`src/hdl/present80_block_encrypt_core_macros.svh`:
```
// Assertion macros for the PRESENT-80 encrypt core.
// Included by present80_block_encrypt_core, the module that carries concurrent assertions; no dependencies.
`ifndef PRESENT80_BLOCK_ENCRYPT_CORE_MACROS_SVH
`define PRESENT80_BLOCK_ENCRYPT_CORE_MACROS_SVH

// antecedent implies consequent in the same cycle, off during reset
`define PRS_ASSERT_IMP(label, clk, rst_n, ante, cons, msg) \
  label: assert property (@(posedge clk) disable iff (!rst_n) (ante) |-> (cons)) \
    else $error(msg);

// antecedent implies consequent in the next cycle, always checked
`define PRS_ASSERT_NEXT(label, clk, ante, cons, msg) \
  label: assert property (@(posedge clk) (ante) |=> (cons)) \
    else $error(msg);

`endif

```
`src/hdl/prs80_pkg.sv`:
```
// Package for the PRESENT-80 encrypt core: widths, register indexes, the
// S-box and permutation layers, and the beat struct passed between round cells.
package prs80_pkg;

  localparam int BLK_W      = 64;
  localparam int KEY_W      = 80;
  localparam int KEY_LO_W   = 16;
  localparam int RC_W       = 5;
  localparam int ROUNDS_DEF = 31;
  localparam int CFG_IDX_W  = 1;
  localparam int CFG_DATA_W = 64;

  typedef enum logic [CFG_IDX_W-1:0] {
    REG_KEY_UPPER = 1'b0,
    REG_KEY_LOWER = 1'b1
  } cfg_reg_t;

  typedef struct packed {
    logic             valid;
    logic [BLK_W-1:0] state;
    logic [KEY_W-1:0] key;
  } prs_beat_t;

  function automatic logic [3:0] sbox4(input logic [3:0] x);
    logic [3:0] y;
    unique case (x)
      4'h0: y = 4'hC;
      4'h1: y = 4'h5;
      4'h2: y = 4'h6;
      4'h3: y = 4'hB;
      4'h4: y = 4'h9;
      4'h5: y = 4'h0;
      4'h6: y = 4'hA;
      4'h7: y = 4'hD;
      4'h8: y = 4'h3;
      4'h9: y = 4'hE;
      4'hA: y = 4'hF;
      4'hB: y = 4'h8;
      4'hC: y = 4'h4;
      4'hD: y = 4'h7;
      4'hE: y = 4'h1;
      default: y = 4'h2;
    endcase
    return y;
  endfunction

  function automatic logic [BLK_W-1:0] sub_layer(input logic [BLK_W-1:0] s);
    logic [BLK_W-1:0] r;
    for (int n = 0; n < BLK_W / 4; n++) begin
      r[4*n +: 4] = sbox4(s[4*n +: 4]);
    end
    return r;
  endfunction

  // bit i moves to 16*(i mod 4) + i/4; bit 63 lands on itself
  function automatic logic [BLK_W-1:0] perm_layer(input logic [BLK_W-1:0] s);
    logic [BLK_W-1:0] r;
    for (int i = 0; i < BLK_W; i++) begin
      r[16 * (i % 4) + i / 4] = s[i];
    end
    return r;
  endfunction

endpackage

```
`src/hdl/prs80_round_cell.sv`:
```
// One PRESENT round as a pipeline cell: round key add, S-box, permutation,
// and the key schedule step. Depends on prs80_pkg.
module prs80_round_cell import prs80_pkg::*; #(
  parameter logic [RC_W-1:0] RC = RC_W'(1)
) (
  input  logic      clk,
  input  logic      rst_n,
  input  prs_beat_t beat_in,
  output prs_beat_t beat_out
);

  logic             valid_r, valid_nxt;
  logic [BLK_W-1:0] state_r, state_nxt;
  logic [KEY_W-1:0] key_r,   key_nxt;
  logic [KEY_W-1:0] key_rot;

  always_comb begin
    valid_nxt = beat_in.valid;
    state_nxt = perm_layer(sub_layer(beat_in.state ^ beat_in.key[KEY_W-1 -: BLK_W]));
    key_rot   = {beat_in.key[18:0], beat_in.key[KEY_W-1:19]};
    key_nxt   = key_rot;
    key_nxt[KEY_W-1 -: 4] = sbox4(key_rot[KEY_W-1 -: 4]);
    key_nxt[19:15]        = key_rot[19:15] ^ RC;
  end

  always_ff @(posedge clk) begin
    if (!rst_n) begin
      valid_r <= 1'b0;
    end else begin
      valid_r <= valid_nxt;
    end
  end

  always_ff @(posedge clk) begin
    state_r <= state_nxt;
    key_r   <= key_nxt;
  end

  assign beat_out.valid = valid_r;
  assign beat_out.state = state_r;
  assign beat_out.key   = key_r;

endmodule

```
`config.mk`:
```
export PLATFORM = sky130hd
export DESIGN_NAME = prs80_round_cell
export DESIGN_NICKNAME = d
export VERILOG_FILES = /design/src/hdl/present80_block_encrypt_core_macros.svh /design/src/hdl/prs80_pkg.sv /design/src/hdl/prs80_round_cell.sv
export SDC_FILE = /design/constraint.sdc
export NUM_CORES = 1
export LEC_CHECK = 0
export BUFFER_PORTS_ARGS = -buffer_cell sky130_fd_sc_hd__buf_4
export CAP_MARGIN = 20
export CORE_UTILIZATION = 30
export CTS_BUF_LIST = sky130_fd_sc_hd__clkbuf_16
export DETAILED_ROUTE_END_ITERATION = 10
export PLACE_DENSITY = 0.55
export SYNTH_ARGS = -nofsm -noshare
export SYNTH_HDL_FRONTEND = slang
export SYNTH_SLANG_ARGS = --single-unit
```
`constraint.sdc`:
```
create_clock -name clk -period 2.1 [get_ports clk]
set_clock_uncertainty 0.2 [all_clocks]
set_input_delay 0.21 -clock clk [delete_from_list [all_inputs] [get_ports clk]]
set_output_delay 0.21 -clock clk [all_outputs]
set_load 0.05 [all_outputs]
```
Word level (Yosys, flattened, before mapping)

Memory sizes are Yosys's and may differ from the RTL's. A register that Yosys moved wholly into a read port is not among the register bits.
Index checks and enable logic that the tools add are counted.

Word-level logic and storage cells: 21
Memories: 17
ROM bits: 1,088
Register bits after elaboration: 81
Bits of input ports: 147

Memories:

| name             | words | width | rd ports | clocked after memory_dff | wr ports | RTL line        | source |
|---|---|---|---|---|---|---|---|
| (no name shown)  | 16    | 4     | 1        | 1                        | 0        | prs80_pkg.sv:26 | `unique case (x)` |
| (no name shown)  | 16    | 4     | 1        | 1                        | 0        | prs80_pkg.sv:26 |  |
| (no name shown)  | 16    | 4     | 1        | 1                        | 0        | prs80_pkg.sv:26 |  |
| (no name shown)  | 16    | 4     | 1        | 1                        | 0        | prs80_pkg.sv:26 |  |
| (no name shown)  | 16    | 4     | 1        | 1                        | 0        | prs80_pkg.sv:26 |  |
| (no name shown)  | 16    | 4     | 1        | 1                        | 0        | prs80_pkg.sv:26 |  |
| 11 more memories | --    | --    | --       | --                       | --       | --              |  |

Bitwise logic cells: 2

Operators with widths:

| cell           | number |
|---|---|
| XOR 64 bit     | 1 |
| inverter 1 bit | 1 |

Longest topological paths before layout

Depth after elaboration: 1
Mapped depth: 6
Gate-level depth less buffers: 5

Worst setup path after synthesis

Ideal clock, no wire load.

Path type: input -> register
Start point: input beat_in[17] (netlist bit)
End point: register state_r[32]
Buffers on the path: 1
Stages on the path: 5
Setup time: 134 ps
Required time: 1,766 ps
Setup slack: 366 ps
Data arrival time: 1,400 ps
Cell sequence: buf_2 > xnor2_1 > inv_1 > ha_1 > mux4_2

Longest elaborated chain between the ends: 1

RTL lines:

| element         | RTL line               | source |
|---|---|---|
| start, declared | prs80_round_cell.sv:8  | `input prs_beat_t beat_in,` |
| XOR 64 bit      | prs80_round_cell.sv:19 | `state_nxt = perm_layer(sub_layer(beat_in.state ^ beat_in.key[KEY_W-1 -: BLK_W]));` |
| end, declared   | prs80_round_cell.sv:13 | `logic [BLK_W-1:0] state_r, state_nxt;` |

No other way between the ends.
A chain may end at the register's enable or synchronous reset.

Worst setup path after layout

Start point: input beat_in[20] (netlist bit)
End point: register state_r[33]

Same word-level chain as after synthesis.

==> results.json <==
{
  "numPortBuffers": 291,
  "worst-path-max-fanout": 5,
  "ys_seq_elements": 145,
  "via_count": 5034,
  "fmax_ghz": 0.490,
  "postRouteAntennaNets": 0,
  "overflow": 0,
  "power.internal_mw": 6.34,
  "synth_edf_count": 0,
  "peakVddDrop_uv": 519,
  "combPwrFrac_pct": 35.8,
  "cp.required_ns": 2.18,
  "setup_tns_ns": 0,
  "placed_area_mm2": 0.00871,
  "finalCritPeriodShare_pct": 97.2,
  "htree_levels": 4,
  "filler_cell_count": 1796,
  "worst_slew_pin_slew_ns": 0.619,
  "floorplan.initialDensity_pct": 30.6,
  "via_per_inst": 4.26,
  "fin_area_mm2": 0.0104,
  "clkSinkCount": 145,
  "powerDensity_mw_per_mm2": 955,
  "drt_first_pass_iters": 4,
  "crit_type": "in2reg",
  "synthCells": 489,
  "clkPwrFrac_pct": 31.4,
  "post_cts_buffers": 0,
  "critPathLaunchType": "primary input",
  "grt_pass1_wl_mm": 25.0,
  "tritoncts": "done",
  "die_h_um": 146,
  "hpwl_mm": 11.9,
  "cts-root-buf": "clkbuf_16",
  "async_flop_share_pct": 0,
  "core_region_area_mm2": 0.0202,
  "cap_viol_max_count": 0,
  "worst-path-stages": 5,
  "synth_top_cell_area_share_pct": 46.9,
  "slowest_delay_ns": 0.54,
  "p_leak_nw": 4.92,
  "p_switching_mw": 3.56,
  "gp_congestion": 0.830,
  "synthTopCellsByArea": "dfxtp_1 47%, ha_1 11%, mux2i_1 7.6%",
  "rsz0062_at_grt": "false",
  "synthFlopType": "dfxtp_1",
  "ios": 292,
  "status": "completed",
  "drv_slew": 0,
  "multiInputGateArea_mm2": 0.00306,
  "pwr-share-seq_pct": 32.9,
  "cts_made_buffers": 17,
  "ys_seq_area_share_pct": 46.9,
  "dieArea_mm2": 0.0212,
  "finalHoldViolations": 0,
  "relSlewSlack_pct": 58.4,
  "synth_area_mm2": 0.00619,
  "drc": 0,
  "crit_arrival_ns": 2.13,
  "dr.first_iter.drc_count": 91,
  "antenna_found_initial": 0,
  "synth_cell_types": 28,
  "chipWidth_um": 146,
  "layout-area-overhead-vs-synth_pct": 67.6,
  "antenna_cells": 0,
  "grt_max_degree": 17,
  "track_usage_pct": 14.9,
  "seq_area_mm2": 0.00290,
  "path_clk_slew_ns": 0.06,
  "clock_path_buffers": 2,
  "cp_top_family": "buffers and inverters",
  "fin_nets": 1100,
  "num_rows": 52,
  "setup_viol": 0,
  "worstSetupEndpointType": "register",
  "crit_chain": "dlygate4sd3_1 > buf_4 > xor2_1 > ha_1 > mux4_2",
  "switching_share_pct": 35.9,
  "syn_avg_cell_area_um2": 12.7,
  "wl_mm": 15.7,
  "synth_nets": 689,
  "min_path_cells": 3,
  "yosys_warnings": 0,
  "grt_pass1_vias": 5237,
  "drive_gt1_share_pct": 41.2,
  "critical_path_buf_inv_count": 2,
  "synth_top_area_cell": "dfxtp_1",
  "min_period_ns": 2.04,
  "hold_class": "in2reg",
  "wl_per_cell_um": 13.3,
  "cp_slowest_cell": "dlygate4sd3_1"
}
worst paths after layout:
| check | slack, ns | end | from |
|---|---|---|---|
| hold / removal | 0.02 | state_r[62] | beat_in[139] |
| setup / recovery | 0.06 | state_r[33] | beat_in[20] |
cell type report:
| class | count | share of cell area, % |
|---|---|---|
| clock buffers | 17 | 4.10 |
| clock inverters | 14 | 1.71 |
| inverters | 66 | 2.39 |
| multi-input cells | 275 | 29.5 |
| flip-flops and latches | 145 | 28.0 |
| well taps | 270 | 3.26 |
| repair buffers | 395 | 31.0 |
metal layers:
metal	global-route usage, %	wire length (um)	up-vias
li1	-	-	2487
met1	15.6	6220	2340
met2	26.5	7870	189
met3	6.14	1390	18
met4	5.58	247	0
met5	0	0	-
cells by family (layout without fill, tap and decap cells):
| kind of cell | Yosys count | in the layout | share of synthesized area, % |
|---|---|---|---|
| simple gates | 22 | 22 | 1.78 |
| xor+xnor | 82 | 82 | 14.5 |
| buf+inv | 69 | 492 | 4.39 |
| fa+ha+maj | 53 | 53 | 10.7 |
| mux | 67 | 67 | 15.3 |
| flops | 145 | 145 | 46.9 |
| compound gates | 51 | 51 | 6.41 |
cell usage after synthesis, types with 2 or more instances:
| cell type | instances |
|---|---|
| nand3_1 | 15 |
| mux4_2 | 9 |
| o21ai_0 | 18 |
| xnor2_1 | 43 |
| ha_1 | 53 |
| mux4_1 | 10 |
| inv_1 | 66 |
| dfxtp_1 | 145 |
| o221a_2 | 14 |
| mux2i_1 | 47 |
| nand2_1 | 3 |
| o21a_1 | 2 |
| xnor2_2 | 5 |
| o211ai_1 | 14 |
| xor2_1 | 17 |
| xor2_2 | 16 |
registers in the layout (all words and copies together), names as in the netlist:
signal / cells
valid_r: 1
state_r: 64
key_r: 80
timing repair:
item	in CTS	in global routing
hold endpoints to repair	98	0
hold buffers	101	0
setup endpoints to repair	0	5
resized for setup	0	6
cell usage in the layout, fill, tap and decap left out, types with 3 or more instances in the layout:
cell type,Yosys,routed
o221a_2,14,14
nand2_1,3,3
xor2_1,17,14
mux2i_1,47,47
bufinv_16,0,3
buf_4,1,294
clkinvlp_4,0,3
nand3_1,15,15
o21ai_0,18,18
mux4_1,10,10
clkbuf_16,0,17
xnor2_1,43,40
mux4_2,9,9
dlygate4sd3_1,0,101
xor2_2,16,19
clkinv_4,0,3
ha_1,53,53
inv_6,0,4
dfxtp_1,145,145
inv_1,66,66
o211ai_1,14,14
xnor2_2,5,8
through the flow:
step	utilization [%]	hold slack [ns]	power (mW)	setup WS [ns]	std cells
finish	51.2	0.0167	9.90	0.0597	1182
global placement	43.0	0.115	6.66	0.203	1050
global route	51.2	0.0399	10.4	0.000270	1182
floorplan	-	0.0377	5.57	0.366	489
detailed placement	43.0	0.116	6.72	0.156	1050
CTS	51.0	0.000185	10.0	0.0511	1182
power groups by stage:
stage | combinational [mW] | clock (mW) | sequential [mW]
after floorplan | 0.907 | 0 | 4.66
after global placement | 3.34 | 0 | 3.31
after detailed placement | 3.40 | 0 | 3.32
after CTS | 3.56 | 3.20 | 3.26
after global routing | 3.75 | 3.31 | 3.29
final | 3.54 | 3.11 | 3.25
(Power assumes the default switching activity.)
